$ cat src/rmq_pkg.sv
package rmq_pkg;

   localparam int FRAC_BITS = 14;
   localparam int ONE = 1 << FRAC_BITS;

   // Widest radicand is a diagonal term minus two others plus one.
   localparam int RAD_W = $clog2(98304 + ONE + 1);
   localparam int RADS_W = RAD_W + 2;
   localparam int SQ_W = ((RAD_W + FRAC_BITS + 1) / 2) * 2;
   localparam int R_W = SQ_W / 2;
   localparam int S_W = 17;
   localparam int DIV_N_W = S_W + FRAC_BITS;
   localparam int D_W = R_W + 1;

   localparam logic [1:0] SEL_X = 2'd0;
   localparam logic [1:0] SEL_Y = 2'd1;
   localparam logic [1:0] SEL_Z = 2'd2;
   localparam logic [1:0] SEL_W = 2'd3;

   typedef struct packed {
      logic signed [15:0] m00;
      logic signed [15:0] m01;
      logic signed [15:0] m02;
      logic signed [15:0] m10;
      logic signed [15:0] m11;
      logic signed [15:0] m12;
      logic signed [15:0] m20;
      logic signed [15:0] m21;
      logic signed [15:0] m22;
   } req_item_type;

   typedef struct packed {
      logic signed [15:0] quat_x;
      logic signed [15:0] quat_y;
      logic signed [15:0] quat_z;
      logic signed [15:0] quat_w;
      logic               degenerate;
   } rsp_item_type;

   // Classified item: radicand, three numerators and the component that takes r/2.
   typedef struct packed {
      logic [RAD_W-1:0]        rad;
      logic signed [S_W-1:0]   s0;
      logic signed [S_W-1:0]   s1;
      logic signed [S_W-1:0]   s2;
      logic [1:0]              sel;
      logic                    degen;
   } job_type;

   typedef struct packed {
      logic [1:0]       sel;
      logic             degen;
      logic [R_W-1:0]   r;
   } tag_type;

endpackage

$ cat src/rmq_front.sv
module rmq_front (
   input  rmq_pkg::req_item_type req_item,
   output rmq_pkg::job_type      job
);

   localparam logic signed [rmq_pkg::RADS_W-1:0] ONE_S = rmq_pkg::RADS_W'(rmq_pkg::ONE);

   logic signed [17:0]                 tr;
   logic [1:0]                         pick;
   logic signed [rmq_pkg::RADS_W-1:0]  rad;
   logic                               nonneg;

   always_comb begin
      tr = 18'(req_item.m00) + 18'(req_item.m11) + 18'(req_item.m22);
      nonneg = !tr[17];

      // Ties keep the lower diagonal index.
      pick = 2'd0;
      if (req_item.m11 > req_item.m00) begin
         pick = 2'd1;
      end
      if (req_item.m22 > ((pick == 2'd1) ? req_item.m11 : req_item.m00)) begin
         pick = 2'd2;
      end

      job = '0;
      if (nonneg) begin
         rad = rmq_pkg::RADS_W'(tr) + ONE_S;
         job.s0 = rmq_pkg::S_W'(req_item.m21) - rmq_pkg::S_W'(req_item.m12);
         job.s1 = rmq_pkg::S_W'(req_item.m02) - rmq_pkg::S_W'(req_item.m20);
         job.s2 = rmq_pkg::S_W'(req_item.m10) - rmq_pkg::S_W'(req_item.m01);
         job.sel = rmq_pkg::SEL_W;
      end else begin
         case (pick)
            2'd1: begin
               rad = rmq_pkg::RADS_W'(req_item.m11) - rmq_pkg::RADS_W'(req_item.m22)
                     - rmq_pkg::RADS_W'(req_item.m00) + ONE_S;
               job.s0 = rmq_pkg::S_W'(req_item.m12) + rmq_pkg::S_W'(req_item.m21);
               job.s1 = rmq_pkg::S_W'(req_item.m01) + rmq_pkg::S_W'(req_item.m10);
               job.s2 = rmq_pkg::S_W'(req_item.m02) - rmq_pkg::S_W'(req_item.m20);
               job.sel = rmq_pkg::SEL_Y;
            end
            2'd2: begin
               rad = rmq_pkg::RADS_W'(req_item.m22) - rmq_pkg::RADS_W'(req_item.m00)
                     - rmq_pkg::RADS_W'(req_item.m11) + ONE_S;
               job.s0 = rmq_pkg::S_W'(req_item.m20) + rmq_pkg::S_W'(req_item.m02);
               job.s1 = rmq_pkg::S_W'(req_item.m12) + rmq_pkg::S_W'(req_item.m21);
               job.s2 = rmq_pkg::S_W'(req_item.m10) - rmq_pkg::S_W'(req_item.m01);
               job.sel = rmq_pkg::SEL_Z;
            end
            default: begin
               rad = rmq_pkg::RADS_W'(req_item.m00) - rmq_pkg::RADS_W'(req_item.m11)
                     - rmq_pkg::RADS_W'(req_item.m22) + ONE_S;
               job.s0 = rmq_pkg::S_W'(req_item.m01) + rmq_pkg::S_W'(req_item.m10);
               job.s1 = rmq_pkg::S_W'(req_item.m20) + rmq_pkg::S_W'(req_item.m02);
               job.s2 = rmq_pkg::S_W'(req_item.m21) - rmq_pkg::S_W'(req_item.m12);
               job.sel = rmq_pkg::SEL_X;
            end
         endcase
      end

      // A radicand of zero or less yields the zero quaternion.
      job.degen = !nonneg && (rad <= 0);
      job.rad = job.degen ? '0 : rad[rmq_pkg::RAD_W-1:0];
   end

endmodule

$ cat config.mk
export PLATFORM = sky130hd
export DESIGN_NAME = rmq_front
export DESIGN_NICKNAME = d
export VERILOG_FILES = /design/src/rmq_pkg.sv /design/src/rmq_front.sv
export SDC_FILE = /design/constraint.sdc
export NUM_CORES = 1
export LEC_CHECK = 0
export BUFFER_PORTS_ARGS = -buffer_cell sky130_fd_sc_hd__buf_2
export CELL_PAD_IN_SITES_DETAIL_PLACEMENT = 0
export CELL_PAD_IN_SITES_GLOBAL_PLACEMENT = 2
export CORE_ASPECT_RATIO = 0.75
export CORE_UTILIZATION = 31
export DETAILED_ROUTE_END_ITERATION = 16
export PLACE_DENSITY = 0.9
export SLEW_MARGIN = 20
export SYNTH_ARGS = -nofsm -noshare
export SYNTH_HDL_FRONTEND = slang
export SYNTH_SLANG_ARGS = --single-unit
$ cat constraint.sdc
create_clock -name vclk -period 5.4
set_clock_uncertainty 0.1 [all_clocks]
set_input_delay 0.27 -clock vclk [all_inputs]
set_output_delay 0.27 -clock vclk [all_outputs]
set_load 0.1 [all_outputs]
==> results by group <==
STA
  • Tmin final: 5.70 ns
  • Part of the cycle the worst path needs: 105%
  • Slew margin rel.: 45.1%
  • Final Hold Fails: 0
  • Final WS setup: -0.296 ns
  • Fmax: 0.176 GHz
  • Least-Margin Pin Slew: roughly 0.82 ns
  • RSZ-0062 raised after global routing: yes
  • Slew Viols, Final: 0
  • Setup Viol. Count Final: 58

Global route
  • Initial antenna violation count: 1
  • Leftover overflow at the end of global routing: 0
  • Vias in the first global route: 13.2k
  • Largest net degree at the start of global routing: 47
  • First-pass GRT wire length: 77600 um
  • GRT Util Overall: about a quarter

Synthesis
  • Synth cell types: 81
  • Top cells by count, synth: 257 x ha_1, 170 x inv_1, 145 x nand2_1
  • Syn Inst Count: around 1.7k
  • Sequential area share after synthesis: 0%
  • Most numerous cell in the Yosys netlist: ha_1
  • Synth Cell Area: around 12000 um^2
  • Syn_nets: approximately 2.1k
  • Synth area leader: ha_1
  • Synth top area share: 26.2%
  • Largest cells by area after synthesis: ha_1 26%, fa_1 12%, xnor2_1 6.3%
  • Synth Warn #: 0
  • Synth Area per Inst: 7.36 um^2

Power
  • Total power: 7790 uW
  • Lkg Pwr: 0.00857 uW
  • Worst VDD drop: ~350 uV
  • Power per Cell Area: 421 nW/um^2

Setup path
  • Slowest Stage Delay on Critical Path: 0.53 ns
  • CP max FO: 6
  • Cell repeated most along the worst path: buf_6
  • Worst path bufs/invs: 6
  • CP arrival: roughly 5.3 ns
  • Max stage delay cell, worst path: or4b_4
  • WP data required: 5.03 ns
  • Crit path kind: in -> out
  • Startpoint Class: input port
  • Crit-path leading delay family: simple AND/OR/NAND/NOR gates
  • CP Capture Type: primary output

Job
  • Max cap viols: 0

Worst hold path
  • Worst Hold End: job[37]
  • Worst Hold Depth: 4
  • Hold Startpoint: req_item[48]
  • Min-Delay Path Class: in -> out

Final layout
  • Fin util: 47.9%
  • Seq_cells: 0
  • Clk_buf instances: 0
  • Share of cells above drive strength 1: 31.6%
  • Reg area: 0 um^2
  • Area Growth Syn to Fin: 50.7%
  • Layout Nets: roughly 2.5k

Run status
  • Failing checks: negative setup slack
  • Status: complete, but fails checks

Floorplanning
  • DIE HEIGHT: 174 um
  • Io pins: approximately 220
  • Die Wd: 232 um
  • Rows: between 60 and 70
  • Core ar.: 38600 um^2
  • Die Area: 40400 um^2
  • Starting Density: 31.8%

Route
  • Avg Vias per Cell: 5.37
  • Wire length per cell: just over 20 um
  • Post-DRT Antenna Nets: 0
  • Total wire length: slightly above 50000 um
  • 1st-pass router iterations: 5
  • Vias: 13.7k
  • DR DRC count: 0
  • Detailed Route Iter0 Violations: 1015

Placed design
  • RePlAce Congestion: ~0.94
  • DP HPWL: between 40000 and 50000 um
  • Buffers on Ports: 215
cells by family (layout without fill, tap and decap cells):
group,after synthesis,in the layout,synth area share [%]
simple gates,486,487,18.4
buf+inv,233,597,7.31
other cells,0,1,0
mux,26,26,2.27
compound gates,466,466,24.6
xor+xnor,128,128,9.13
fa+ha+maj,331,331,38.2
final cells by class:
| class | count | area [um^2] |
|---|---|---|
| Tap cell | 512 | 641 |
| Fill cell | 3772 | 20100 |
| Inverter | 171 | 662 |
| Antenna cell | 1 | 2.50 |
| Multi-Input combinational cell | 1438 | 13000 |
| Timing Repair Buffer | 426 | 4250 |
cell usage in the layout (no fill, tap or decap), drive strengths merged, types with 12 or more instances in the layout:
master,synthesis,layout
a31oi,27,27
o31ai,12,12
a21oi,144,144
xor2,39,39
nor2,142,142
ha,257,257
o22ai,15,15
fa,74,74
or3,16,16
nand3,36,36
nor2b,25,25
o21a,12,12
a211oi,24,24
inv,170,166
o21ai,85,85
mux2i,24,24
o21bai,13,13
a21o,30,30
nand2b,20,20
nand2,146,147
nor3,51,51
xnor2,89,89
buf,16,424
o211ai,18,18
how the worst max path moves through the flow:
stage / from / end / slack [ns] / depth (start not counted)
floorplan: req_item[140] / job[58] / -0.49 / 23
global placement: req_item[140] / job[52] / -0.44 / 24
detailed placement: req_item[140] / job[0] / -0.54 / 25
CTS: req_item[140] / job[0] / -0.27 / 26
global route: req_item[77] / job[0] / -0.48 / 26
finish: req_item[140] / job[0] / -0.30 / 26
power breakdown:
group          internal (uW)  total [uW]  switching [uW]
registers                  0           0               0
clock network      0.0000248   0.0000248               0
logic                   2990        7790            4800
total                   2990        7790            4800
through the flow:
stage          cells  setup TNS [ns]  hold slack (ns)  area [um^2]  setup WS [ns]
2_1_floorplan   1670           -6.39            0.816        13300         -0.494
3_3_place_gp    2498          -12.41             1.07        16900         -0.437
3_5_place_dp    2498          -19.50             1.07        16900         -0.539
4_1_cts         2538           -5.67             1.08        18000         -0.274
5_1_grt         2547          -17.06             1.10        18500         -0.476
6_report        2548           -6.67             1.08        18500         -0.296
repair_timing:
action,CTS,global route
pin swaps,41,31
endpoints found under the setup margin,70,70
setup buffers,43,15
endpoints found under the hold margin,0,0
hold buffers,0,0
gates resized for setup,183,95
gates cloned,4,4
layer usage:
metal	share of wire [%]	routed length [um]	vias up	track usage, %
li1	-	-	6582	-
met1	51	26300	6637	39.3
met2	42	21500	453	36.1
met3	6.2	3180	18	2.41
met4	0.75	388	0	1.56
met5	0	0	-	0
(Power assumes the default switching activity.)
