File: config.mk
export PLATFORM = sky130hd
export DESIGN_NAME = rmq_queue
export DESIGN_NICKNAME = d
export VERILOG_FILES = /design/src/rmq_pkg.sv /design/src/rmq_queue.sv
export SDC_FILE = /design/constraint.sdc
export NUM_CORES = 1
export LEC_CHECK = 0
export BUFFER_PORTS_ARGS = -buffer_cell sky130_fd_sc_hd__buf_2
export CORE_ASPECT_RATIO = 1.25
export CORE_UTILIZATION = 50
export DETAILED_ROUTE_END_ITERATION = 7
export PLACE_DENSITY = 0.76
export RECOVER_POWER = 50
export SETUP_SLACK_MARGIN = 0.4
export SYNTH_ARGS = -nofsm -noshare
export SYNTH_HDL_FRONTEND = slang
export SYNTH_SLANG_ARGS = --single-unit
File: constraint.sdc
create_clock -name clock -period 5.15 [get_ports clock]
set_input_delay 1.03 -clock clock [delete_from_list [all_inputs] [get_ports clock]]
set_output_delay 1.03 -clock clock [all_outputs]
set_load 0.1 [all_outputs]
File: src/rmq_pkg.sv
package rmq_pkg;

   localparam int FRAC_BITS = 14;
   localparam int ONE = 1 << FRAC_BITS;

   // Widest radicand is a diagonal term minus two others plus one.
   localparam int RAD_W = $clog2(98304 + ONE + 1);
   localparam int RADS_W = RAD_W + 2;
   localparam int SQ_W = ((RAD_W + FRAC_BITS + 1) / 2) * 2;
   localparam int R_W = SQ_W / 2;
   localparam int S_W = 17;
   localparam int DIV_N_W = S_W + FRAC_BITS;
   localparam int D_W = R_W + 1;

   localparam logic [1:0] SEL_X = 2'd0;
   localparam logic [1:0] SEL_Y = 2'd1;
   localparam logic [1:0] SEL_Z = 2'd2;
   localparam logic [1:0] SEL_W = 2'd3;

   typedef struct packed {
      logic signed [15:0] m00;
      logic signed [15:0] m01;
      logic signed [15:0] m02;
      logic signed [15:0] m10;
      logic signed [15:0] m11;
      logic signed [15:0] m12;
      logic signed [15:0] m20;
      logic signed [15:0] m21;
      logic signed [15:0] m22;
   } req_item_type;

   typedef struct packed {
      logic signed [15:0] quat_x;
      logic signed [15:0] quat_y;
      logic signed [15:0] quat_z;
      logic signed [15:0] quat_w;
      logic               degenerate;
   } rsp_item_type;

   // Classified item: radicand, three numerators and the component that takes r/2.
   typedef struct packed {
      logic [RAD_W-1:0]        rad;
      logic signed [S_W-1:0]   s0;
      logic signed [S_W-1:0]   s1;
      logic signed [S_W-1:0]   s2;
      logic [1:0]              sel;
      logic                    degen;
   } job_type;

   typedef struct packed {
      logic [1:0]       sel;
      logic             degen;
      logic [R_W-1:0]   r;
   } tag_type;

endpackage

File: src/rmq_queue.sv
module rmq_queue (
   input  logic             clock,
   input  logic             reset,
   input  logic             push,
   input  rmq_pkg::job_type push_job,
   output logic             full,
   output logic             head_valid,
   output rmq_pkg::job_type head_job
);

   rmq_pkg::job_type mem_ff [2];
   logic       wr_ptr_ff, wr_ptr_in;
   logic       rd_ptr_ff, rd_ptr_in;
   logic [1:0] count_ff, count_in;
   logic       do_push;
   logic       do_pop;

   // The back part takes the head item in every cycle that one is present.
   assign full = (count_ff == 2'd2);
   assign head_valid = (count_ff != 2'd0);
   assign head_job = mem_ff[rd_ptr_ff];
   assign do_push = push && !full;
   assign do_pop = head_valid;

   always_comb begin
      wr_ptr_in = wr_ptr_ff ^ do_push;
      rd_ptr_in = rd_ptr_ff ^ do_pop;
      count_in = count_ff + 2'(do_push) - 2'(do_pop);
   end

   always_ff @(posedge clock) begin
      if (reset) begin
         wr_ptr_ff <= 1'b0;
         rd_ptr_ff <= 1'b0;
         count_ff <= 2'd0;
      end else begin
         wr_ptr_ff <= wr_ptr_in;
         rd_ptr_ff <= rd_ptr_in;
         count_ff <= count_in;
      end
   end

   always_ff @(posedge clock) begin
      if (do_push) begin
         mem_ff[wr_ptr_ff] <= push_job;
      end
   end

endmodule

==> results of run 1 <==
==> cell usage in the layout (no fill, tap or decap), types with 2 or more instances in the layout <==
cell,n
buf_4,2
buf_2,108
bufinv_16,3
mux2_4,68
nor2_1,2
edfxtp_1,142
clkinvlp_4,3
clkinv_2,4
nor2b_1,2
ha_1,2
clkbuf_16,17
clkbuf_1,40
clkbuf_8,3
mux2_2,3
dfxtp_1,3
==> worst min-delay path, delay by kind of cell (launching register included) <==
family,cells,cell delay [ns]
flip-flops,1,0.34
AND/OR/NAND/NOR,2,0.11
==> registers in the layout (all words and copies together), names as in the netlist <==
signal     cells
count_ff       2
rd_ptr_ff      1
wr_ptr_ff      1
mem_ff       142
==> cell families after synthesis <==
family,synth area share [%]
flip-flops,77.0
buffers and inverters,2.75
multiplexers,18.7
AND/OR/NAND/NOR,0.798
AO/OA/AOI/OAI,0.311
adder cells (fa/ha/maj),0.443
==> worst max path at each step <==
stage	startpoint	end	cells after the start
after floorplan	count_ff[1]	mem_ff[0][0]	3
after global placement	rd_ptr_ff	head_job[10]	3
after detailed placement	rd_ptr_ff	head_job[10]	3
after CTS	rd_ptr_ff	head_job[10]	3
after global routing	push	mem_ff[0][64]	3
final	push	mem_ff[0][70]	3
==> power groups by stage <==
stage	Clock [uW]	Sequential, uW	Combinational [uW]
4_1_cts	1250	1420	638
2_1_floorplan	0	1430	561
3_3_place_gp	0	1440	632
6_report	1230	1420	625
3_5_place_dp	0	1440	637
5_1_grt	1310	1430	646
==> stage by stage <==
stage                     instance area [um2]  hold slack (ns)  cells  power [uW]
after global placement                   6430            0.450    513        2070
final                                    6970            0.494    545        3280
after floorplan                          5640            0.440    238        1990
after CTS                                7040            0.494    545        3310
after detailed placement                 6430            0.479    513        2080
after global routing                     6970            0.518    545        3380
==> cell type report <==
cell class | count | area (um2) | area share, %
Multi-Input combinational cell | 83 | 1140 | 16.4
Sequential cell | 146 | 4350 | 62.4
Clock inverter | 10 | 133 | 1.90
Clock buffer | 22 | 474 | 6.81
Inverter | 1 | 3.75 | 0.0539
Timing Repair Buffer | 148 | 698 | 10.0
Tap cell | 135 | 169 | 2.42
==> metal layers <==
metal / up-vias / routed length, um / global-route usage, %
li1: 1258 / - / -
met1: 1296 / 3310 / 17.1
met2: 87 / 4940 / 27.2
met3: 14 / 460 / 5.32
met4: 0 / 148 / 7.84
met5: - / 0 / 0
==> metrics, run 1 <==
peak supply drop=0.237 mV; nets=473; CP required=5.09 ns; detail-routed net length per standard cell=16.3 um; grt ovf=0; CP Max Fanout=71; CTS tree=built; fill count=777; violated checks=capacitance limit, slew limit; TritonCTS buffer count=17; post-place setup slack=2.14 ns; share of cells above drive strength 1=52.4%; slew of the pin with the lowest slew margin=3.26 ns; Cells after Synth=238; slew margin rel.=-117%; count leader, synth=edfxtp_1; proportion of power drawn by combinational gates=19.1%; HP Class=reg2reg; Final setup viols=0; gr usage total=15.7%; Synth top area share=75.6%; Async S/R FF share, synth=0%; Post-CTS Setup Inserts=0; number of flops mapped to enable cells by yosys=142; clock tree buffer depth=2; Reg power frac=43.3%; setup TNS=0 ns; largest net degree at the start of global routing=72; clk_lat worst skew=0.40 ns; initial antenna violation count=0; f_max=0.260 GHz; vias per cell=4.87; Cell variety after synth=16; die area=11,700 um2; core area=11,000 um2; clock-pin slew on the worst setup and hold paths=0.06 ns; row count=43; R2R setup slack=1.52 ns; area leader, netlist=edfxtp_1; slowest cell delay on critical path=2.39 ns; Syn Area/Cell=23.7 um2; vias in the first global route=2,743; R2R Path End=mem_ff[0][70]; period utilisation layout=74.6%; Critical Path, Cell by Cell=buf_2 > nor2b_1 > ha_1; minimum clock period=3.84 ns; Setup crit start kind=input port; RSZ-0062 raised after global routing=false; Crit path arrival time=3.78 ns; Min-Delay Path Depth=2; Starting DRT DRC Count=127; area growth from synthesis to final layout=23.5%; top-level port count=147; warnings from Yosys=0; Placer Congestion=0.704; R2R depth=3; DR pass1 iterations=5; ys flop type=edfxtp_1; Setup crit end kind=flip-flop; Cell Area, Synth=5640 um2; CP top delay family=adder cells; Final Max Slew Viols=144; top post-synthesis cells by area=edfxtp_1 76%, mux2_4 18%, buf_12 2.5%, dfxtp_1 1.4%, mux2_2 0.60%; HP Start=count_ff[1]; CP max stage cell=ha_1; Crit Path Class=in2reg; antenna-violating nets left=0; H-tree level count=4; Die X=97.0 um; first-pass GRT wire length=13,600 um; clk_skew=0.00671 ns; Routed WL=8860 um; vias=2,655; Buf+Inv Stages, Crit Path=1; switching power total=956 uW; syn_nets=314; pwr/cell area=471 nW/um2; Synth Register Bits=146; Resized cells post-CTS=0; switching share of power=29.2%; max cap viols=2; antenna cells=0; count of input and output buffers=146; Cell Int Power=2320 uW; DRC=0; status=finished, violations left; Finished Core Util=63.2%; initial core utilization=51.2%; final worst slack=1.31 ns; Synth top cells by count=142 x edfxtp_1, 68 x mux2_4, 7 x buf_12; die height=121 um; cts hold-fix bufs=0; Fin. Hold Viols=0; sequential area share after synthesis=77.0%; Reg-to-Reg Start=count_ff[1]; Root Buffer=clkbuf_16; Clk pwr share=37.6%; clock sinks=146; detailed placement HPWL=5710 um; Leak Pwr=0.00269 uW; terminating pin of the worst hold path=count_ff[1]
Power figures use the tool's default switching activity.
==> inputs of run 2 (changes only) <==
--- a/config.mk
+++ b/config.mk
@@ -7,9 +7,9 @@
 export LEC_CHECK = 0
 export BUFFER_PORTS_ARGS = -buffer_cell sky130_fd_sc_hd__buf_2
 export CORE_ASPECT_RATIO = 1.25
-export CORE_UTILIZATION = 50
+export CORE_UTILIZATION = 47
 export DETAILED_ROUTE_END_ITERATION = 7
-export PLACE_DENSITY = 0.76
+export PLACE_DENSITY = 0.75
 export RECOVER_POWER = 50
 export SETUP_SLACK_MARGIN = 0.4
 export SYNTH_ARGS = -nofsm -noshare
==> constraint.sdc (replaced) <==
create_clock -name clock -period 3.1 [get_ports clock]
set_input_delay 0.62 -clock clock [delete_from_list [all_inputs] [get_ports clock]]
set_output_delay 0.62 -clock clock [all_outputs]
set_load 0.1 [all_outputs]
==> run 2 against run 1 <==
Net effect:
- die area increased by 6.3%
- hold slack got worse by 0.093 ns
- sequential power increased by 65%
- clock skew increased by 0.0041 ns
- the run now ends clean
- largest cell class unchanged
- first-iteration DRC count decreased by 51%
- combinational power increased by 71%
- register-to-register slack got worse by 0.44 ns
- core utilization decreased by 2.4 points
- flip-flop and latch count unchanged
- total power increased by 64%
- via count increased by 3.5%
==> metrics, run 2 (synthesis results as in run 1) <==
status=completed (was finished, violations left); detail-routed net length per standard cell=15.8 um (was 16.3 um); detailed placement HPWL=6150 um (was 5710 um); Starting DRT DRC Count=62 (was 127); setup TNS=0 ns (unchanged); Crit Path Class=reg2out (was in2reg); Buf+Inv Stages, Crit Path=2 (was 1); initial antenna violation count=1 (was 0); Final setup viols=0 (unchanged); Top Registers=mem_ff (142), count_ff (2) (unchanged); share of cells above drive strength 1=55.0% (was 52.4%); Setup crit end kind=output pin (was flip-flop); max cap viols=0 (was 2); Crit path arrival time=1.98 ns (was 3.78 ns); f_max=0.385 GHz; Leak Pwr=0.00274 uW (was 0.00269 uW); largest net degree at the start of global routing=34 (was 72); switching power total=1590 uW (was 956 uW); CP Max Fanout=29 (was 71); HP Start=push_job[32] (was count_ff[1]); Setup crit start kind=flip-flop (was input port); clk_lat worst skew=0.40 ns (about the same); cts hold-fix bufs=0 (unchanged); Setup crit end=head_job[67] (was mem_ff[0][70]); RSZ-0062 raised after global routing=false (unchanged); clock tree buffer depth=2 (unchanged); core area=11,700 um2 (was 11,000 um2); grt ovf=0 (unchanged); Total Power=5380 uW (was 3280 uW); CTS tree=built (unchanged); Critical Path, Cell by Cell=buf_12 > mux2_4 > buf_2 (was buf_2 > nor2b_1 > ha_1); FF/Latch Area=4350 um2 (unchanged); fill count=885 (was 777); GR peak layer=met2 (unchanged); count of input and output buffers=146 (unchanged); CP top delay family=flip-flops (was adder cells); R2R setup slack=1.08 ns (was 1.52 ns); die height=124 um (was 121 um); commonest non-fill, non-tap cell in the layout=edfxtp_1 (unchanged); Cell Int Power=3790 uW (was 2320 uW); nets=481 (was 473); minimum clock period=2.60 ns; clock-pin slew on the worst setup and hold paths=0.06 ns (about the same); gr usage total=15.3% (was 15.7%); met2 usage=26.2% (was 27.2%); vias=2,747 (was 2,655); GR met1 Demand/Resource=16.9% (was 17.1%); pwr/cell area=758 nW/um2 (was 471 nW/um2); Clk pwr share=36.5% (was 37.6%); R2R Path End=mem_ff[0][2] (was mem_ff[0][70]); Die X=100 um (was 97.0 um); Resized cells post-CTS=0 (unchanged); row count=44 (was 43); Fin. Hold Viols=0 (unchanged); Placer Congestion=0.662 (was 0.704); slew of the pin with the lowest slew margin=0.503 ns (was 3.26 ns); peak supply drop=0.481 mV (was 0.237 mV); Reg with most FFs=mem_ff (unchanged); DRC=0 (unchanged); initial core utilization=48.3% (was 51.2%); clock sinks=146 (unchanged); Root Buffer=clkbuf_16 (unchanged); vias per cell=4.74 (was 4.87); clk_skew=0.0108 ns (was 0.00671 ns); Reg-to-Reg Start=count_ff[1] (unchanged); antenna cells=0 (unchanged); most frequent cells in the layout=142 x edfxtp_1, 117 x buf_2, 68 x mux2_4 (was 142 x edfxtp_1, 108 x buf_2, 68 x mux2_4); HP Class=in2reg (was reg2reg); area growth from synthesis to final layout=25.7% (was 23.5%); CP required=2.48 ns (was 5.09 ns); CP max stage cell=dfxtp_4 (was ha_1); period utilisation layout=83.9%; DR pass1 iterations=4 (was 5); switching share of power=29.5% (was 29.2%); vias in the first global route=2,788 (was 2,743); Routed WL=9180 um (was 8860 um); proportion of power drawn by combinational gates=20.0% (was 19.1%); Reg power frac=43.5% (was 43.3%); first-pass GRT wire length=13,800 um (was 13,600 um); CP Depth=3 (unchanged); antenna-violating nets left=0 (unchanged); Multi-input gate area=1170 um2 (was 1140 um2); TritonCTS buffer count=17 (unchanged); Post-CTS Setup Inserts=0 (unchanged); H-tree level count=4 (unchanged); GR Util met3=5.39% (was 5.32%); Largest register FFs=142 (unchanged); Final Max Slew Viols=0 (was 144); top-level port count=147 (unchanged); R2R depth=4 (was 3); critical path startpoint=rd_ptr_ff (was push); slew margin rel.=66.5% (was -117%); slowest cell delay on critical path=0.63 ns (was 2.39 ns); die area=12,400 um2 (was 11,700 um2)
## run 2: cell count changes in the layout (fill, tap and decap cells not counted)
| cell | change |
|---|---|
| buf_1 | +1 |
| ha_1 | -2 |
| ha_4 | +2 |
| clkbuf_8 | -3 |
| buf_4 | +6 |
| buf_12 | +2 |
| clkbuf_1 | -10 |
| clkinv_2 | -1 |
| clkinv_1 | +4 |
| buf_2 | +9 |
## run 2: worst register-to-register path, stage by stage, from the launching register on
cell and delay, ns:
dfxtp_1 0.34, nor2b_1 0.17, nor2b_1 0.31, ha_4 0.52, buf_4 0.35
## run 2: metrics by stage
| stage | cell area (um2) | util, % | worst slack [ns] | cells | hold WS, ns |
|---|---|---|---|---|---|
| 2_1_floorplan | 5640 | - | 0.0575 | 238 | 0.440 |
| 3_3_place_gp | 6550 | 56.2 | 0.880 | 547 | 0.452 |
| 3_5_place_dp | 6550 | 56.2 | 0.838 | 547 | 0.468 |
| 4_1_cts | 7130 | 61.1 | 0.452 | 579 | 0.382 |
| 5_1_grt | 7090 | 60.8 | 0.413 | 579 | 0.385 |
| 6_report | 7090 | 60.8 | 0.500 | 579 | 0.400 |
## run 2: how the worst min path moves through the flow
stage               endpoint  cells after the start
2_1_floorplan    count_ff[1]                      2
3_3_place_gp     count_ff[1]                      2
3_5_place_dp     count_ff[1]                      2
4_1_cts        mem_ff[1][51]                      1
5_1_grt        mem_ff[0][33]                      1
6_report       mem_ff[1][32]                      1
## run 2: power by group through the flow
| stage | Combinational [uW] | Clock, uW | Sequential [uW] |
|---|---|---|---|
| 2_1_floorplan | 931 | 0 | 2370 |
| 3_3_place_gp | 1080 | 0 | 2380 |
| 3_5_place_dp | 1090 | 0 | 2380 |
| 4_1_cts | 1090 | 2010 | 2340 |
| 5_1_grt | 1110 | 2090 | 2350 |
| 6_report | 1070 | 1960 | 2340 |
## run 2: layout make-up
type,instances,area share (%)
clock buffer,19,6.11
clock inverter,13,2.01
inverter,1,0.0529
multi-input combinational,83,16.5
sequential,146,61.3
tap,161,2.84
timing repair buffer,156,11.2
## run 2: metal layers
layer,wire [um],vias up
met5,12,-
met4,159,2
met1,3540,1361
li1,-,1279
met3,553,12
met2,4910,93
==> inputs of run 3 (changes only) <==
==> constraint.sdc (replaced) <==
create_clock -name clock -period 2.2 [get_ports clock]
set_input_delay 0.44 -clock clock [delete_from_list [all_inputs] [get_ports clock]]
set_output_delay 0.44 -clock clock [all_outputs]
set_load 0.1 [all_outputs]
==> run 3 against run 2 <==
Net effect:
- first-iteration DRC count increased by 94%
- total power increased by 55%
- via count increased by 1.7%
- clock skew decreased by 0.0052 ns
- critical path type unchanged
- highest routed layer is now met4
==> metrics, run 3 (synthesis results as in run 1) <==
Min-Delay Path Depth=1 (unchanged); Die X=100 um (unchanged); most frequent cells in the layout=142 x edfxtp_1, 68 x mux2_4, 51 x buf_12 (was 142 x edfxtp_1, 117 x buf_2, 68 x mux2_4); terminating pin of the worst hold path=mem_ff[0][61] (was mem_ff[1][32]); Reg-to-Reg Start=count_ff[1] (unchanged); Setup crit end kind=output pin (unchanged); status=completed (unchanged); Finished Core Util=69.5% (was 60.8%); clock-pin slew on the worst setup and hold paths=0.06 ns (about the same); f_max=0.484 GHz; Final setup viols=0 (unchanged); first-pass GRT wire length=15,400 um (was 13,800 um); minimum clock period=2.07 ns; Starting DRT DRC Count=120 (was 62); Crit path arrival time=1.63 ns (was 1.98 ns); Leak Pwr=0.00312 uW (was 0.00274 uW); initial core utilization=48.3% (unchanged); RSZ-0062 raised after global routing=true (was false); antenna-violating nets left=0 (unchanged); Largest register FFs=142 (unchanged); Multi-input gate area=1170 um2 (unchanged); initial antenna violation count=1 (unchanged); FF/Latch Area=4350 um2 (unchanged); R2R setup slack=0.23 ns (was 1.08 ns); fill count=786 (was 885); detailed placement HPWL=6600 um (was 6150 um); vias=2,795 (was 2,747); Fin. Hold Viols=0 (unchanged); H-tree level count=4 (unchanged); detail-routed net length per standard cell=16.9 um (was 15.8 um); TritonCTS buffer count=17 (unchanged); final worst slack=0.132 ns (was 0.500 ns); post-place setup slack=0.405 ns (was 0.838 ns); clock tree buffer depth=2 (unchanged); slew of the pin with the lowest slew margin=0.585 ns (was 0.503 ns); clk_lat worst skew=0.40 ns (about the same); hold slack=0.221 ns (was 0.400 ns); area growth from synthesis to final layout=43.7% (was 25.7%); cts hold-fix bufs=0 (unchanged); clock sinks=146 (unchanged); row count=44 (unchanged); CP Max Fanout=24 (was 29); Top Registers=mem_ff (142), count_ff (2) (unchanged); slew margin rel.=61.0% (was 66.5%); DR pass1 iterations=4 (unchanged); Cells after DPL=545 (was 547); gr usage total=16.9% (was 15.3%); largest net degree at the start of global routing=42 (was 34); period utilisation layout=94.0%; Crit Path Class=reg2out (unchanged); CTS tree=built (unchanged); max cap viols=0 (unchanged); Root Buffer=clkbuf_16 (unchanged); grt ovf=0 (unchanged); CP required=1.76 ns (was 2.48 ns); Placer Congestion=0.705 (was 0.662); clk_skew=0.00564 ns (was 0.0108 ns); setup TNS=0 ns (unchanged); die height=124 um (unchanged); HP Start=push_job[61] (was push_job[32]); fin cells=589 (was 579); commonest non-fill, non-tap cell in the layout=edfxtp_1 (unchanged); peak supply drop=0.616 mV (was 0.481 mV); HP Class=in2reg (unchanged); vias per cell=4.75 (was 4.74); R2R depth=4 (unchanged); core area=11,700 um2 (unchanged); vias in the first global route=2,984 (was 2,788); nets=490 (was 481); die area=12,400 um2 (unchanged); share of cells above drive strength 1=55.3% (was 55.0%); Routed WL=9940 um (was 9180 um); Final Max Slew Viols=0 (unchanged); DRC=0 (unchanged); Reg with most FFs=mem_ff (unchanged); top-level port count=147 (unchanged); count of input and output buffers=146 (unchanged); pwr/cell area=1030 nW/um2 (was 758 nW/um2); R2R Path End=mem_ff[0][19] (was mem_ff[0][2]); Setup crit start kind=flip-flop (unchanged)
[run 3: area by class of cell]
| type | instances | area share [%] |
|---|---|---|
| Sequential cell | 146 | 53.6 |
| Timing Repair Buffer | 165 | 21.3 |
| Multi-Input combinational cell | 83 | 14.4 |
| Clock buffer | 18 | 5.29 |
| Clock inverter | 14 | 2.79 |
| Tap cell | 161 | 2.48 |
| Inverter | 1 | 0.0463 |
| Antenna cell | 1 | 0.0309 |
[run 3: what timing repair did]
item,in CTS,in global routing
gates resized for setup,34,2
setup buffers,6,3
endpoints found under the setup margin,71,72
gates cloned,2,0
[run 3: layer usage]
metal,up-vias,wire length (um),track usage [%]
li1,1298,-,-
met1,1379,3750,19.4
met2,103,5470,29.5
met3,15,499,4.55
met4,0,215,7.25
met5,-,0,0
[run 3: critical path, stage by stage (launching register included)]
cell and delay (ns):
dfxtp_4 0.41, buf_12 0.22, mux2_4 0.33, buf_4 0.23
[run 3: where the power goes]
| group | switching, uW | internal (uW) | leakage [uW] |
|---|---|---|---|
| clock | 1080 | 2030 | 0.000312 |
| combinational | 1250 | 664 | 0.00144 |
| sequential | 46.2 | 3240 | 0.00137 |
[run 3: how the worst max path moves through the flow]
stage	startpoint	endpoint	slack, ns	depth (start not counted)
detailed placement	rd_ptr_ff	head_job[27]	0.40	4
floorplan	count_ff[1]	mem_ff[0][0]	0.40	3
global placement	rd_ptr_ff	head_job[21]	0.42	4
CTS	rd_ptr_ff	head_job[19]	0.12	4
finish	rd_ptr_ff	head_job[59]	0.13	3
global route	rd_ptr_ff	head_job[59]	0.08	3
[run 3: metrics by stage]
stage / cell area (um2) / total power, uW
2_1_floorplan: 5680 / 4650
3_5_place_dp: 7290 / 5210
6_report: 8110 / 8320
3_3_place_gp: 7290 / 5180
4_1_cts: 8150 / 8400
5_1_grt: 8110 / 8570
