## config.mk

```make
export PLATFORM = sky130hd
export DESIGN_NAME = rmq_sqrt
export DESIGN_NICKNAME = d
export VERILOG_FILES = /design/src/rmq_pkg.sv /design/src/rmq_sqrt.sv
export SDC_FILE = /design/constraint.sdc
export NUM_CORES = 1
export LEC_CHECK = 0
export BUFFER_PORTS_ARGS = -buffer_cell sky130_fd_sc_hd__buf_2
export CORE_MARGIN = 2
export CORE_UTILIZATION = 49
export CTS_BUF_LIST = sky130_fd_sc_hd__clkbuf_8 sky130_fd_sc_hd__clkbuf_16
export DETAILED_ROUTE_END_ITERATION = 6
export PLACE_DENSITY = 0.62
export SYNTH_ARGS = -nofsm -noshare
export SYNTH_HDL_FRONTEND = slang
export SYNTH_SLANG_ARGS = --single-unit
```

## constraint.sdc

```tcl
create_clock -name clock -period 5.13 [get_ports clock]
set_input_delay 0.2565 -clock clock [delete_from_list [all_inputs] [get_ports clock]]
set_output_delay 0.2565 -clock clock [all_outputs]
set_load 0.03 [all_outputs]
```

## src/rmq_pkg.sv

```systemverilog
package rmq_pkg;

   localparam int FRAC_BITS = 14;
   localparam int ONE = 1 << FRAC_BITS;

   // Widest radicand is a diagonal term minus two others plus one.
   localparam int RAD_W = $clog2(98304 + ONE + 1);
   localparam int RADS_W = RAD_W + 2;
   localparam int SQ_W = ((RAD_W + FRAC_BITS + 1) / 2) * 2;
   localparam int R_W = SQ_W / 2;
   localparam int S_W = 17;
   localparam int DIV_N_W = S_W + FRAC_BITS;
   localparam int D_W = R_W + 1;

   localparam logic [1:0] SEL_X = 2'd0;
   localparam logic [1:0] SEL_Y = 2'd1;
   localparam logic [1:0] SEL_Z = 2'd2;
   localparam logic [1:0] SEL_W = 2'd3;

   typedef struct packed {
      logic signed [15:0] m00;
      logic signed [15:0] m01;
      logic signed [15:0] m02;
      logic signed [15:0] m10;
      logic signed [15:0] m11;
      logic signed [15:0] m12;
      logic signed [15:0] m20;
      logic signed [15:0] m21;
      logic signed [15:0] m22;
   } req_item_type;

   typedef struct packed {
      logic signed [15:0] quat_x;
      logic signed [15:0] quat_y;
      logic signed [15:0] quat_z;
      logic signed [15:0] quat_w;
      logic               degenerate;
   } rsp_item_type;

   // Classified item: radicand, three numerators and the component that takes r/2.
   typedef struct packed {
      logic [RAD_W-1:0]        rad;
      logic signed [S_W-1:0]   s0;
      logic signed [S_W-1:0]   s1;
      logic signed [S_W-1:0]   s2;
      logic [1:0]              sel;
      logic                    degen;
   } job_type;

   typedef struct packed {
      logic [1:0]       sel;
      logic             degen;
      logic [R_W-1:0]   r;
   } tag_type;

endpackage

```

## src/rmq_sqrt.sv

```systemverilog
module rmq_sqrt (
   input  logic                       clock,
   input  logic                       reset,
   input  logic                       in_valid,
   input  rmq_pkg::job_type           in_job,
   output logic                       out_valid,
   output rmq_pkg::job_type           out_job,
   output logic [rmq_pkg::R_W-1:0]    out_root
);

   localparam int N = rmq_pkg::R_W;
   localparam int REM_W = rmq_pkg::R_W + 3;

   logic                       val_s  [0:N];
   rmq_pkg::job_type           job_s  [0:N];
   logic [rmq_pkg::SQ_W-1:0]   v_s    [0:N];
   logic [REM_W-1:0]           rem_s  [0:N];
   logic [N-1:0]               q_s    [0:N];

   assign val_s[0] = in_valid;
   assign job_s[0] = in_job;
   assign v_s[0] = rmq_pkg::SQ_W'({in_job.rad, {rmq_pkg::FRAC_BITS{1'b0}}});
   assign rem_s[0] = '0;
   assign q_s[0] = '0;

   // One root bit per stage, most significant first.
   for (genvar s = 0; s < N; s++) begin : g_stage
      localparam int K = N - 1 - s;
      logic                       val_ff;
      rmq_pkg::job_type           job_ff;
      logic [rmq_pkg::SQ_W-1:0]   v_ff;
      logic [REM_W-1:0]           rem_ff, rem_in;
      logic [N-1:0]               q_ff, q_in;
      logic [REM_W-1:0]           rem_sh;
      logic [REM_W-1:0]           trial;

      always_comb begin
         rem_sh = {rem_s[s][REM_W-3:0], v_s[s][2*K+1 -: 2]};
         trial = REM_W'({q_s[s], 2'b01});
         if (rem_sh >= trial) begin
            rem_in = rem_sh - trial;
            q_in = {q_s[s][N-2:0], 1'b1};
         end else begin
            rem_in = rem_sh;
            q_in = {q_s[s][N-2:0], 1'b0};
         end
      end

      always_ff @(posedge clock) begin
         if (reset) begin
            val_ff <= 1'b0;
         end else begin
            val_ff <= val_s[s];
         end
      end

      always_ff @(posedge clock) begin
         job_ff <= job_s[s];
         v_ff <= v_s[s];
         rem_ff <= rem_in;
         q_ff <= q_in;
      end

      assign val_s[s+1] = val_ff;
      assign job_s[s+1] = job_ff;
      assign v_s[s+1] = v_ff;
      assign rem_s[s+1] = rem_ff;
      assign q_s[s+1] = q_ff;
   end

   assign out_valid = val_s[N];
   assign out_job = job_s[N];
   assign out_root = q_s[N];

endmodule

```

==> results of run 1 <==
-- area by class of cell --
type	count	area, um2
clock inverters	78	868.3
multi-input cells	1212	8708
well taps	1060	1326
repair buffers	239	1577
clock buffers	177	4046
flip-flops and latches	1498	29990
fillers	6307	33010
inverters	169	634.4
-- report_power, final --
group	total, mW	internal [mW]	switching, mW	leakage (nW)
sequential	13.3	12.7	0.573	12.6
clock	10.3	5.99	4.34	2.48
combinational	2.51	1.21	1.30	5.92
-- synthesized netlist by cell type, types with 10 or more instances --
master	count
nor3_1	46
xor2_1	56
nand2_1	101
nand4_1	14
a31oi_1	10
a211oi_1	29
ha_1	138
nor4_1	33
nand2b_1	12
a21oi_1	101
clkbuf_1	16
inv_1	168
o21a_1	32
xnor2_1	77
nor2b_1	30
o31ai_1	15
nand3_1	28
nor2_1	132
dfxtp_1	1498
a21o_1	35
mux2_2	54
o21ai_0	92
-- placed cells by master (no fill, tap or decap), types with 10 or more instances in the layout --
cell / netlist / routed
nor2b_1: 30 / 30
clkbuf_16: 0 / 143
a211oi_1: 29 / 29
mux2_2: 54 / 54
clkbuf_8: 0 / 34
clkinv_2: 0 / 22
o31ai_1: 15 / 15
ha_1: 138 / 138
dlygate4sd3_1: 0 / 74
xnor2_1: 77 / 77
inv_1: 168 / 193
o21a_1: 32 / 32
a21o_1: 35 / 35
nor4_1: 33 / 33
buf_2: 6 / 161
xor2_1: 56 / 56
clkinv_16: 0 / 12
o21ai_0: 92 / 91
a21oi_1: 101 / 101
nand3_1: 28 / 28
dfxtp_1: 1498 / 1498
nor3_1: 46 / 46
nand2_1: 101 / 101
nand4_1: 14 / 14
nor2_1: 132 / 132
nand2b_1: 12 / 12
a31oi_1: 10 / 10
-- cell families after synthesis --
family / share of synthesized area (%)
fa+ha+maj: 4.681
flops: 76.01
compound gates: 6.410
buf+inv: 1.912
other cells: 0.009505
xor+xnor: 2.994
simple gates: 6.257
mux: 1.722
-- metrics by stage --
stage | cell area, um2 | power [mW]
global route | 47150 | 27.40
floorplan | 39450 | 15.33
global placement | 41490 | 15.90
finish | 47150 | 26.15
CTS | 47150 | 26.50
detailed placement | 41490 | 16.01
-- routing by layer --
metal | vias up | share of wire (%) | global-route usage (%)
met5 | - | 0 | 0
met4 | 0 | 4.1 | 7.642
met3 | 171 | 4.6 | 3.740
met2 | 468 | 50 | 25.23
met1 | 9521 | 41 | 14.95
li1 | 10400 | - | -
-- repair_timing --
item	4_1_cts	5_1_grt
endpoints found under the setup margin	0	0
hold endpoints to repair	87	0
hold buffers	74	0
-- state kept, by name, indices dropped and copies added, names as in the netlist --
name	count
g_stage.val_ff	15
g_stage.job_ff	827
out_root	15
out_job	71
g_stage.rem_ff	226
g_stage.q_ff	105
g_stage.v_ff	238
out_valid	1
-- final timing paths --
check        cells past startpoint                             end                        startpoint
min reg2reg                      0    g_stage[10].v_ff[14]$_DFF_P_       g_stage[9].v_ff[14]$_DFF_P_
min                              2   g_stage[0].job_ff[30]$_DFF_P_                        in_job[30]
max reg2reg                      8  g_stage[11].rem_ff[16]$_DFF_P_  g_stage[10].rem_ff[0]$_SDFF_PP0_
max                              8  g_stage[11].rem_ff[16]$_DFF_P_  g_stage[10].rem_ff[0]$_SDFF_PP0_
-- critical path: stages, from the launching register on --
cell      delay [ps]
dfxtp_1          360
ha_1             260
fa_1             440
a211oi_1         370
o21ai_0          170
a31oi_1          410
o211ai_1         230
or4b_2           670
nand2_1           70
==> impl_metrics.yaml, run 1 <==
clock_tree:
  cts_root_buf: "clkbuf_16"
  cts_buffers: 142
  cts_max_level: 4
  worstSkewPairLatency_ps: 720
  cts_tree: "built"
  clk_pin_slew_worst_paths_ps: 60
  cts_buffer_depth: 3
  post_cts_buffers: 0
  clkSinkCount: 1498
  post_cts_resized: 0
die:
  start_util_pct: 49.22
  io_pins: 162
  die_height_um: 287.8
  rows: 104
  die-area_um2: 82800
  core_area_um2: 80160
  die_width_um: 287.8
placed_design:
  gp_congestion: 0.9063
  dp_hpwl_um: 38370
  placedCellCount: 4104
  place_ws_ps: 2094
  io_buffers: 161
timing:
  holdWs_ps: 150.0
  hold_violations: 0
  tns_ps: 0
  final.min_clock_period_ps: 3022
  slew_headroom_pct: 43.86
  setup_slack_ps: 2108
  drv_slew: 0
  rsz0062_at_grt: "false"
  fin_skew_ps: 54.09
  max_freq_mhz: 330.9
  worst_slew_pin_slew_ps: 834.5
  fin_crit_sh_pct: 58.91
  finalSetupViolations: 0
power:
  power.density_nw_per_um2: 554.7
  ir_worst_vdd_mv: 0.3651
  p_leak_nw: 21.00
logic_synthesis:
  synth_cells: 2904
  ys_seq_area_share_pct: 76.01
  syn_area_um2: 39450
  syn_nets: 3122
  ys_top_cells_by_area: "dfxtp_1 76%, ha_1 4.4%, xnor2_1 1.7%, inv_1 1.6%, mux2_2 1.5%"
  yosys_most_used_dff: "dfxtp_1"
  syn_avg_cell_area_um2: 13.59
  netlist.area_leader.share_pct: 76.01
  ys_ff_latch: 1498
  async_flop_share_pct: 0
  yosysTopAreaCell: "dfxtp_1"
  yosysWarnings: 0
  synth-edff-count: 0
  synth_cell_types: 86
layout:
  fin_nets: 3480
  utilization_pct: 58.82
  syn_to_final_growth_pct: 19.51
  diodes: 0
  drive_gt1_share_pct: 14.62
  fin_cells: 4433
worst_setup_path:
  critical_path_peak_fanout: 5
  cp.arrival_ps: 3670
  cp-start-kind: "register"
  crit_required_ps: 5770
  path_class: "register to register"
  reg2reg_slack_ps: 2110
  crit_path_end_kind: "register"
detailed_routing:
  antenna_left: 0
  wl_per_cell_um: 13.12
  vias: 20560
  via_per_inst: 4.637
  drcViolationCount: 1
  first_iter_violations: 834
  routed_wirelength_um: 58150
  dr.pass1.iters: 7
grt:
  grt_pass1_wl_um: 95410
  grt_pass1_vias: 20840
  grt_max_degree: 22
  antenna_found_initial: 0
  grt_use_total_pct: 14.05
  grt_remaining_overflow: 0
flow_run:
  maxCapViolations: 0
outcome:
  violations: "DRC"
  run_status: "complete, but fails checks"
worst_hold_path:
  hold_class: "input pin to register"
Power figures use the tool's default switching activity.
==> run 2, diff against run 1 <==
--- a/config.mk
+++ b/config.mk
@@ -5,12 +5,13 @@
 export SDC_FILE = /design/constraint.sdc
 export NUM_CORES = 1
 export LEC_CHECK = 0
+export ABC_AREA = 1
 export BUFFER_PORTS_ARGS = -buffer_cell sky130_fd_sc_hd__buf_2
 export CORE_MARGIN = 2
 export CORE_UTILIZATION = 49
 export CTS_BUF_LIST = sky130_fd_sc_hd__clkbuf_8 sky130_fd_sc_hd__clkbuf_16
 export DETAILED_ROUTE_END_ITERATION = 6
-export PLACE_DENSITY = 0.62
+export PLACE_DENSITY = 0.64
 export SYNTH_ARGS = -nofsm -noshare
 export SYNTH_HDL_FRONTEND = slang
 export SYNTH_SLANG_ARGS = --single-unit
==> constraint.sdc (replaced) <==
create_clock -name clock -period 2.5 [get_ports clock]
set_input_delay 0.125 -clock clock [delete_from_list [all_inputs] [get_ports clock]]
set_output_delay 0.125 -clock clock [all_outputs]
set_load 0.03 [all_outputs]
==> impl_metrics.yaml, run 2 <==
layout:
  fin_cells: 5651
  top_register: "g_stage.job_ff"
  fin_nets: 4612
  final_cell_mix: "1498 x dfxtp_1, 915 x nand2_1, 548 x inv_1"
  drive_gt1_share_pct: 9.674
  largest_reg_flops: 827
  layout_commonest_cell: "dfxtp_1"
  reg.largest.list: "g_stage.job_ff: 827 flops, g_stage.v_ff: 238 flops, g_stage.rem_ff: 226 flops"
  utilization_pct: 59.31
  design_area_um2: 50420
  syn_to_final_growth_pct: 19.99
  diodes: 0
logic_synthesis:
  ys_top_cells_by_area: "dfxtp_1 71%, nand2_1 8.2%, inv_1 4.6%, ha_1 4.1%, nand3_1 2.9%"
  netlist.area_leader.share_pct: 71.36
  synth-edff-count: 0
  synth_cells: 3962
  synth_common_cells: "1498 x dfxtp_1, 915 x nand2_1, 512 x inv_1"
  syn_avg_cell_area_um2: 10.61
  synth_cell_types: 46
  yosysWarnings: 0
  syn_area_um2: 42020
  ys_ff_latch: 1498
  async_flop_share_pct: 0
  yosys_most_used_dff: "dfxtp_1"
  post-synth-top-count-cell: "dfxtp_1"
  ys_seq_area_share_pct: 71.36
  yosysTopAreaCell: "dfxtp_1"
  syn_nets: 4180
die:
  die_width_um: 296.9
  die_height_um: 296.9
  die-area_um2: 88120
  start_util_pct: 49.43
  io_pins: 162
  core_area_um2: 85010
  rows: 107
clock_tree:
  cts_tree: "built"
  clkSinkCount: 1498
  worstSkewPairLatency_ps: 750
  post_cts_resized: 0
  clk_pin_slew_worst_paths_ps: 60
  cts_max_level: 4
  cts_buffers: 142
  cts_buffer_depth: 3
  cts_root_buf: "clkbuf_16"
detailed_routing:
  routed_wirelength_um: 69560
  first_iter_violations: 1072
  antenna_left: 0
  via_per_inst: 4.380
  wl_per_cell_um: 12.31
  vias: 24750
  dr.pass1.iters: 5
  drcViolationCount: 0
placed_design:
  placedCellCount: 5253
  place_ws_ps: 331.4
  placed_area_um2: 44170
  dp_hpwl_um: 47890
  io_buffers: 161
  gp_congestion: 0.8480
worst_setup_path:
  cp.arrival_ps: 2790
  critical_path_peak_fanout: 19
  cp-start-kind: "register"
  crit_required_ps: 3160
  regToRegStartpoint: "g_stage[11].q_ff[7]$_DFF_P_"
  max_stage_delay_ps: 360
  path_class: "register to register"
  crit_chain: "inv_1 -> ha_1 -> nand2_1 -> nor2_1 -> nand3_1 -> nand3_1 -> nand2_1 -> nand2_2 -> nand2_1 -> nand2_1"
  crit_path_end_kind: "register"
  startpoint: "g_stage[11].q_ff[7]$_DFF_P_"
  slowest_stage: "ha_1"
  cpMostUsedCell: "nand2_1"
power:
  internal-power_mw: 41.37
  switching_share_pct: 26.58
  power.density_nw_per_um2: 1117
  comb_power_share_pct: 13.5
  switchingPower_mw: 14.98
  p_leak_nw: 24.60
  p_total_mw: 56.35
  ir_worst_vdd_mv: 0.7394
  pwr-share-clk_pct: 37.5
  p_seq_share_pct: 48.9
worst_hold_path:
  min_from: "in_job[34]"
  hold_class: "input pin to register"
grt:
  grt_pass1_wl_um: 116500
  grt_remaining_overflow: 0
  grt_pass1_vias: 24350
  antenna_found_initial: 0
  grt_use_total_pct: 16.16
  grt_max_degree: 24
outcome:
  run_status: "complete, no violations"
timing:
  final.min_clock_period_ps: 2131
  max_freq_mhz: 469.3
  worst_slew_pin_slew_ps: 733.5
  slew_headroom_pct: 50.72
  tns_ps: 0
  rsz0062_at_grt: "false"
  fin_crit_sh_pct: 85.23
  hold_violations: 0
  fin_skew_ps: 22.44
  holdWs_ps: 50.89
  setup_slack_ps: 369.2
  drv_slew: 0
  finalSetupViolations: 0
flow_run:
  maxCapViolations: 0
run 2: cell types whose count changed in the layout (fill, tap and decap cells not counted), sizes merged, moves of 29 or more:
cell / before / now
nand2: 101 / 926
inv: 197 / 557
nand3: 29 / 243
nor2: 135 / 222
dlygate4sd3: 74 / 141
mux2: 57 / 0
xnor2: 78 / 23
o21ai: 99 / 62
nand4: 14 / 46
a21o: 35 / 4
nor2b: 30 / 0
o21a: 32 / 2
a211oi: 29 / 0
nor4: 33 / 4
run 2: worst paths after layout:
kind	endpoint	slack [ps]	cells after the start
max	g_stage[12].rem_ff[4]$_DFF_P_	370	10
min	g_stage[0].job_ff[34]$_DFF_P_	50	2
max reg2reg	g_stage[12].rem_ff[4]$_DFF_P_	370	10
min reg2reg	g_stage[9].v_ff[19]$_DFF_P_	310	0
run 2: kinds of logic (layout without fill, tap and decap cells):
| family | after synthesis | in the layout | synth area share (%) |
|---|---|---|---|
| other | 1 | 1 | 0.008924 |
| buffers and inverters | 543 | 1088 | 5.068 |
| flip-flops | 1498 | 1498 | 71.36 |
| XOR/XNOR | 83 | 83 | 1.730 |
| AO/OA/AOI/OAI | 185 | 185 | 2.316 |
| adder cells (fa/ha/maj) | 144 | 144 | 4.395 |
| AND/OR/NAND/NOR | 1508 | 1508 | 15.12 |
run 2: metal layers:
| metal | GRT usage [%] | vias up | part of all wire, % |
|---|---|---|---|
| li1 | - | 13120 | - |
| met1 | 19.27 | 11070 | 45 |
| met2 | 28.28 | 430 | 48 |
| met3 | 3.379 | 135 | 4.1 |
| met4 | 6.734 | 0 | 2.6 |
| met5 | 0 | - | 0 |
run 2: power by group through the flow:
stage               Combinational, mW  Clock [mW]  Sequential [mW]
global route                     8.85        22.8             27.8
floorplan                        5.61           0             27.8
detailed placement               7.46           0             28.1
global placement                 7.43           0             28.1
finish                           7.63        21.2             27.6
CTS                              7.68        21.8             27.6
run 2: area by class of cell:
cell class	instances	area, um2
Clock buffer	169	3925
Inverter	514	1929
Tap cell	1144	1431
Sequential cell	1498	29990
Timing Repair Buffer	317	2330
Clock inverter	88	914.6
Multi-Input combinational cell	1921	9905
Fill cell	7014	34590
run 2: critical path, delay by kind of cell (launching register included):
family        cells  cell delay (ps)
simple gates      8             1280
fa+ha+maj         1              360
flops             1              350
buf+inv           1               50
run 2: repair_timing:
action                                  in CTS  in global routing
endpoints found under the setup margin       0                  0
hold endpoints to repair                    87                  0
hold buffers                               141                  0
buffers inserted                             0                  0
==> run 3, diff against run 2 <==
--- a/config.mk
+++ b/config.mk
@@ -12,6 +12,7 @@
 export CTS_BUF_LIST = sky130_fd_sc_hd__clkbuf_8 sky130_fd_sc_hd__clkbuf_16
 export DETAILED_ROUTE_END_ITERATION = 6
 export PLACE_DENSITY = 0.64
+export RECOVER_POWER = 100
 export SYNTH_ARGS = -nofsm -noshare
 export SYNTH_HDL_FRONTEND = slang
 export SYNTH_SLANG_ARGS = --single-unit
==> impl_metrics.yaml, run 3 (synthesized netlist as in run 2, its figures left out) <==
layout:
  fill_cells: 7085
  drive_gt1_share_pct: 7.322
  top_register: "g_stage.job_ff"
  syn_to_final_growth_pct: 19.56
  fin_nets: 4612
  layout_commonest_cell: "dfxtp_1"
  design_area_um2: 50240
  final_cell_mix: "1498 x dfxtp_1, 919 x nand2_1, 549 x inv_1"
  reg.largest.list: "g_stage.job_ff: 827 flops, g_stage.v_ff: 238 flops, g_stage.rem_ff: 226 flops"
  largest_reg_flops: 827
  diodes: 0
timing:
  tns_ps: 0
  worst_slew_pin_slew_ps: 757.3
  fin_skew_ps: 22.63
  final.min_clock_period_ps: 2197
  fin_crit_sh_pct: 87.90
  setup_slack_ps: 302.5
  hold_violations: 0
  max_freq_mhz: 455.1
  rsz0062_at_grt: "false"
  drv_slew: 0
  slew_headroom_pct: 49.32
  finalSetupViolations: 0
grt:
  grt_max_degree: 24
  grt_remaining_overflow: 0
  antenna_found_initial: 0
  grt_pass1_vias: 24350
  grt_use_total_pct: 16.16
  grt_pass1_wl_um: 116500
detailed_routing:
  vias: 24770
  first_iter_violations: 1070
  via_per_inst: 4.383
  drcViolationCount: 0
  routed_wirelength_um: 69600
  dr.pass1.iters: 6
  wl_per_cell_um: 12.32
  antenna_left: 0
clock_tree:
  holdBufCountCts: 141
  cts_root_buf: "clkbuf_16"
  worstSkewPairLatency_ps: 750
  cts_tree: "built"
  post_cts_buffers: 0
  cts_buffers: 142
  cts_max_level: 4
  clkSinkCount: 1498
  clk_pin_slew_worst_paths_ps: 50
  cts_buffer_depth: 3
  post_cts_resized: 0
die:
  die_width_um: 296.9
  core_area_um2: 85010
  die-area_um2: 88120
  start_util_pct: 49.43
  rows: 107
  die_height_um: 296.9
  io_pins: 162
worst_hold_path:
  min_from: "in_job[34]"
  min_path_cells: 2
  hold_class: "input pin to register"
worst_setup_path:
  crit_required_ps: 3110
  critical_path_peak_fanout: 12
  worstRegToRegCells: 10
  regToRegStartpoint: "g_stage[2].v_ff[30]$_DFF_P_"
  cp.arrival_ps: 2810
  cp-start-kind: "register"
  path_class: "register to register"
  crit_path_end_kind: "register"
  startpoint: "g_stage[2].v_ff[30]$_DFF_P_"
power:
  ir_worst_vdd_mv: 0.7334
  p_total_mw: 56.30
  power.density_nw_per_um2: 1121
  p_leak_nw: 24.33
placed_design:
  place_ws_ps: 331.4
  placed_area_um2: 44170
  io_buffers: 161
  dp_hpwl_um: 47890
  gp_congestion: 0.8480
outcome:
  run_status: "complete, no violations"
flow_run:
  maxCapViolations: 0
## run 3: report_power, final
group          switching (mW)  internal [mW]  total (mW)
Clock                    8.87           12.3        21.2
Sequential               1.28           26.3        27.6
Combinational            4.82           2.76        7.58
## run 3: layout make-up
cell class,instances,area [um2],share of cell area (%)
clock buffers,169,3925,7.812
inverters,514,1929,3.840
flip-flops and latches,1498,29990,59.69
clock inverters,88,914.6,1.820
well taps,1144,1431,2.849
repair buffers,317,2196,4.370
multi-input cells,1921,9858,19.62
## run 3: stage by stage
stage	hold WS, ps	cells	util [%]
6_report	52.91	5651	59.10
4_1_cts	0.8904	5651	59.31
5_1_grt	16.72	5651	59.10
3_3_place_gp	227.2	5253	51.96
3_5_place_dp	228.6	5253	51.96
2_1_floorplan	152.7	3962	-
## run 3: final timing paths
path	to	slack, ps
setup / recovery	g_stage[3].rem_ff[14]$_DFF_P_	300
hold / removal	g_stage[0].job_ff[34]$_DFF_P_	50
hold reg to reg	g_stage[9].v_ff[19]$_DFF_P_	310
setup reg to reg	g_stage[3].rem_ff[14]$_DFF_P_	300
## run 3: critical path: stages, from the launching register on
cell     delay [ps]
dfxtp_1         320
inv_1            40
ha_1            390
a21oi_1         250
inv_1           100
nor2_1          130
nand2_1         160
nor2_1          230
nand2_2         220
inv_2           190
a21oi_1          60
## run 3: metal layers
metal / GRT usage [%] / up-vias / part of all wire, %
li1: - / 13120 / -
met1: 19.27 / 11090 / 45
met2: 28.28 / 425 / 49
met3: 3.379 / 131 / 4.1
met4: 6.734 / 0 / 2.6
met5: 0 / - / 0
